$ cat config.mk
export PLATFORM = sky130hd
export DESIGN_NAME = bba_order
export DESIGN_NICKNAME = d
export VERILOG_FILES = /design/src/sv/bba_order.sv
export SDC_FILE = /design/constraint.sdc
export NUM_CORES = 1
export LEC_CHECK = 0
export ABC_AREA = 1
export BUFFER_PORTS_ARGS = -buffer_cell sky130_fd_sc_hd__buf_2
export CAP_MARGIN = 20
export CELL_PAD_IN_SITES_DETAIL_PLACEMENT = 0
export CELL_PAD_IN_SITES_GLOBAL_PLACEMENT = 1
export CORE_MARGIN = 5
export CORE_UTILIZATION = 37
export DETAILED_ROUTE_END_ITERATION = 16
export PLACE_DENSITY = 0.88
export SYNTH_ARGS = -nofsm -noshare
export SYNTH_HDL_FRONTEND = slang
export SYNTH_SLANG_ARGS = --single-unit
$ cat constraint.sdc
create_clock -name vclk -period 4.02
set_clock_uncertainty 0.15 [all_clocks]
set_input_delay 0.201 -clock vclk [all_inputs]
set_output_delay 0.201 -clock vclk [all_outputs]
set_load 0.05 [all_outputs]
$ cat src/sv/bba_order.sv
// ----------------------------------------------------------------------------
// bba_order
// Byte count to block order: ceil to blocks, then smallest covering power of 2.
// ----------------------------------------------------------------------------
module bba_order #(
   parameter int BLOCK_BYTES = 4096
) (
   input  logic [23:0] bytes,
   output logic [5:0]  order
);

   localparam int SH = $clog2(BLOCK_BYTES);

   logic [23:0] blocks;
   logic [23:0] m1;

   always_comb begin
      blocks = (bytes >> SH) + 24'((bytes & 24'(BLOCK_BYTES - 1)) != 24'd0);
      m1 = blocks - 24'd1;
      order = 6'd0;
      if (blocks > 24'd1) begin
         for (int i = 0; i < 24; i++) begin
            if (m1[i]) begin
               order = 6'(i + 1);
            end
         end
      end
   end

endmodule

# Yosys cells after proc, flatten, opt, wreduce, memory -nomap -nowiden
# Cells that the tools add are included.
[word_totals] output_inout_bits=6 reg_bits=0 word_cells=29 input_bits=24
[op_classes] magnitude_cmp=1 addsub=2 mux=25 reduce_logical=1
[ops] cell="two-way mux 6 bit" n=24
[ops] cell="nonzero test 24 bit" n=1
[ops] cell="subtractor 13 x 1 -> 14 bit, second input constant" n=1
[ops] cell="adder 12 x 1 -> 13 bit" n=1
[ops] cell="greater-than comparator 13 x 1 -> 1 bit, second input constant" n=1
[ops] cell="two-way mux 1 bit" n=1

# Depth between registers and ports, before layout
[logic_depth] word_depth=28 depth_mapped=21 mapped_depth_nobuf=21

# Worst setup path before layout
# No wires, ideal clock.
[synth_timing] path_type="input to output" from="input bytes[6]" to="output order[2]" stages=16 arrival_ns=2.829 t_required_ns=3.669 n_path_buf=0 slack_ns=0.840 path_cell_list="nor4_1 -> nand3_1 -> ha_1 -> ha_1 -> inv_1 -> ha_1 -> nand2_1 -> nor2_4 -> nand2_1 -> nand2_1 -> nand2_1 -> nand2_1 -> nand2_1 -> nor2_1 -> nand3_1 -> a21oi_1"
[synth_via] elab_chain_len=26 word_cells_on_any_way=27
[synth_lines] element="start, declared" line_no="8" text="input logic [23:0] bytes,"
[synth_lines] element="nonzero test 24 bit (*)" line_no="18" text="blocks = (bytes >> SH) + 24'((bytes & 24'(BLOCK_BYTES - 1)) != 24'd0);"
[synth_lines] element="adder 12 x 1 -> 13 bit (*)" line_no="18"
[synth_lines] element="subtractor 13 x 1 -> 14 bit" line_no="19" text="m1 = blocks - 24'd1;"
[synth_lines] element="two-way mux 6 bit (22 in a row)" line_no="23" text="if (m1[i]) begin"
[synth_lines] element="two-way mux 6 bit (*)" line_no="21" text="if (blocks > 24'd1) begin"
[synth_lines] element="end, declared" line_no="9" text="output logic [5:0] order"
# Every way passes the cells marked *; elsewhere a longest branch is shown, timed or not.

# Final worst setup path
[layout_timing] from="input bytes[6]" to="output order[0]"
[layout_via] elab_chain_len=28 word_cells_on_any_way=29
[layout_lines] element="nonzero test 24 bit (*)" line_no="18"
[layout_lines] element="adder 12 x 1 -> 13 bit (*)" line_no="18"
[layout_lines] element="subtractor 13 x 1 -> 14 bit" line_no="19"
[layout_lines] element="two-way mux 1 bit" line_no="23"
[layout_lines] element="two-way mux 6 bit (23 in a row)" line_no="23"
[layout_lines] element="two-way mux 6 bit (*)" line_no="21"
# Marks and branches as above.

==> impl_metrics.toml <==
[status]
status = "complete, no violations"

[drt]
drtPass1Iterations = 4
drtAntennaViolNets = 0
vias = 1117
avgViaCountPerCell = 4.71
route.detailed.drc = 0
wirelength_microns = 2190
drtIter0Drc = 38
routedWlPerCell_microns = 9.24

[placed_design]
gp_congestion = 0.867
dp.cells = 237
dpl.hpwl_microns = 2010
io_buffers = 29

[floorplan]
rows = 18
start_util_pct = 38.2
pin_count = 30
core_sq_mm = 0.00243
die_y_microns = 60.1
dieArea_sq_mm = 0.00361
die_width_microns = 60.1

[timing]
timing.fmax_mhz = 309
final-hold-violation-count = 0
period_share_pct = 80.4
finalSetupTns_ns = 0
period_needed_ns = 3.23
setup_viol = 0
worst_hold_slack_ns = 0.822
drv_slew = 0
grt_setup_unrepaired = "no"

[finish]
nClkBuffers = 0
insertedDiodeCount = 0
seq_cells = 0
drive_gt1_share_pct = 25.1
seq_area_sq_um = 0
fillers = 283
utilization_pct = 44.9
area_growth_pct = 17.7
finalNonFillerCells = 237
nets = 238

[grt]
grt.busiest_layer = "met2"
grt_pass1_wl_microns = 3820
met3_usage_pct = 0
use_met1_pct = 15.0
globalRouteMet2Util_pct = 26.1
grt_pass1_vias = 1015
grt_max_degree = 9
track_usage_pct = 12.7
antenna_found_initial = 0
grt_overflow = 0

[worst_setup_path]
arrival_ns = 2.88
start_kind = "input port"
cp_slowest_cell = "ha_1"
critPathKind = "in -> out"
cp_max_fo = 6
crit_chain = "buf_2 > nor4_1 > nand3_1 > ha_1 > ha_1 > inv_1 > ha_1 > nand2_1 > nor2_4 > nand2_4 > nor2_4 > xor2_2 > inv_1 > nand2_1 > nand2_1 > a21oi_2 > buf_2"
cp-startpoint = "bytes[6]"
worst_setup_path_end_kind = "primary output"
cp-endpoint = "order[0]"
required_ns = 3.67
slowest_delay_ns = 0.33

[hold_path]
hold_class = "in -> out"

[cts]
cts_resized = 0
postCtsSetupBuffers = 0
cts_hold_buf = 0

[logic_synthesis]
syn_area_sq_um = 928
ys_seq_area_share_pct = 0
ys_types = 30
synth.avg_cell_area_sq_um = 5.16
netlist_instances = 180
syn-num-nets = 209
yosys_warnings = 0

[power]
vdd_drop_max_uv = 53.6
p_leak_nw = 0.645
fin_total_pwr_uw = 95.8
power_density_mw_per_mm2 = 87.7

[job]
max_cap_violations = 0
==> per-stage QoR <==
step	instance area [sq um]	setup WS, ns
2_1_floorplan	928	0.840
3_3_place_gp	1090	0.857
3_5_place_dp	1090	0.750
4_1_cts	1090	0.747
5_1_grt	1090	0.540
6_report	1090	0.788
==> cell usage in the layout (no fill, tap or decap), types with 2 or more instances in the layout <==
cell / count
nand3_2: 3
xor2_1: 2
o21ai_1: 4
nand3b_1: 2
ha_1: 5
nand2_1: 63
a21oi_2: 2
nor2_2: 3
a21oi_1: 2
nand2_2: 6
inv_2: 2
nand2_4: 2
nor2_1: 14
o21ai_0: 2
buf_2: 29
inv_1: 28
nor2_4: 4
nand4_1: 5
nor4_1: 3
nand3_1: 17
==> cells by family after synthesis <==
family	count (synthesis)	share of synthesized area, %
AOI/OAI and AO/OA	14	9.30
xor gates and xnor gates	4	4.58
adders and majority gates	5	6.74
buffers and inverters	33	14.6
other	1	0.404
and+or+nand+nor	123	64.4
==> Yosys cell counts <==
library cell,n,area share (%)
nand3b_1,2,1.6
o21ai_1,4,2.2
nor2_1,14,5.7
xor2_2,1,1.8
a21oi_1,2,1.1
xor2_1,2,1.9
a21boi_1,1,0.81
conb_1,1,0.40
nand2_4,2,2.4
buf_4,1,0.81
inv_1,28,11
xnor2_1,1,0.94
nor4_1,3,2.0
nor2_2,3,2.0
nor2_4,4,4.9
nand3_1,17,9.2
ha_1,5,6.7
a21o_1,1,0.81
nand2_2,6,4.0
inv_2,2,0.81
o21bai_1,1,0.81
nor3_1,1,0.54
nand3_2,3,3.2
clkinv_1,1,0.40
nand2_1,63,25
nand4_1,5,3.4
buf_6,1,1.2
o21ai_0,2,1.1
a31oi_1,1,0.67
a21oi_2,2,1.9
==> critical path: cells and delay by family <==
| family | cells | cell delay, ns |
|---|---|---|
| buffers and inverters | 4 | 0.54 |
| adders and majority gates | 3 | 0.74 |
| xor gates and xnor gates | 1 | 0.22 |
| and+or+nand+nor | 8 | 1.09 |
| AOI/OAI and AO/OA | 1 | 0.11 |
==> area by class of cell <==
| cell class | instances | area [sq um] | share of cell area, % |
|---|---|---|---|
| tap | 30 | 37.5 | 3.44 |
| inverter | 31 | 116 | 10.7 |
| timing repair buffer | 29 | 145 | 13.3 |
| multi-input combinational | 147 | 793 | 72.6 |
==> power breakdown <==
group	switching [mW]	internal, mW
registers	0	0
logic	0.0631	0.0327
clock network	0	0
total	0.0631	0.0327
==> per-layer routing <==
layer	share of wire (%)	vias to the layer above
li1	-	618
met1	44	469
met2	51	30
met3	5.9	0
met4	0	0
met5	0	-
==> how the worst min path moves through the flow <==
stage | endpoint | cells after the start | from | slack, ns
2_1_floorplan | order[4] | 3 | bytes[22] | 0.61
3_3_place_gp | order[4] | 5 | bytes[22] | 0.82
3_5_place_dp | order[4] | 5 | bytes[22] | 0.82
4_1_cts | order[4] | 5 | bytes[22] | 0.82
5_1_grt | order[4] | 5 | bytes[22] | 0.84
6_report | order[4] | 5 | bytes[22] | 0.82
(Power assumes the default switching activity.)
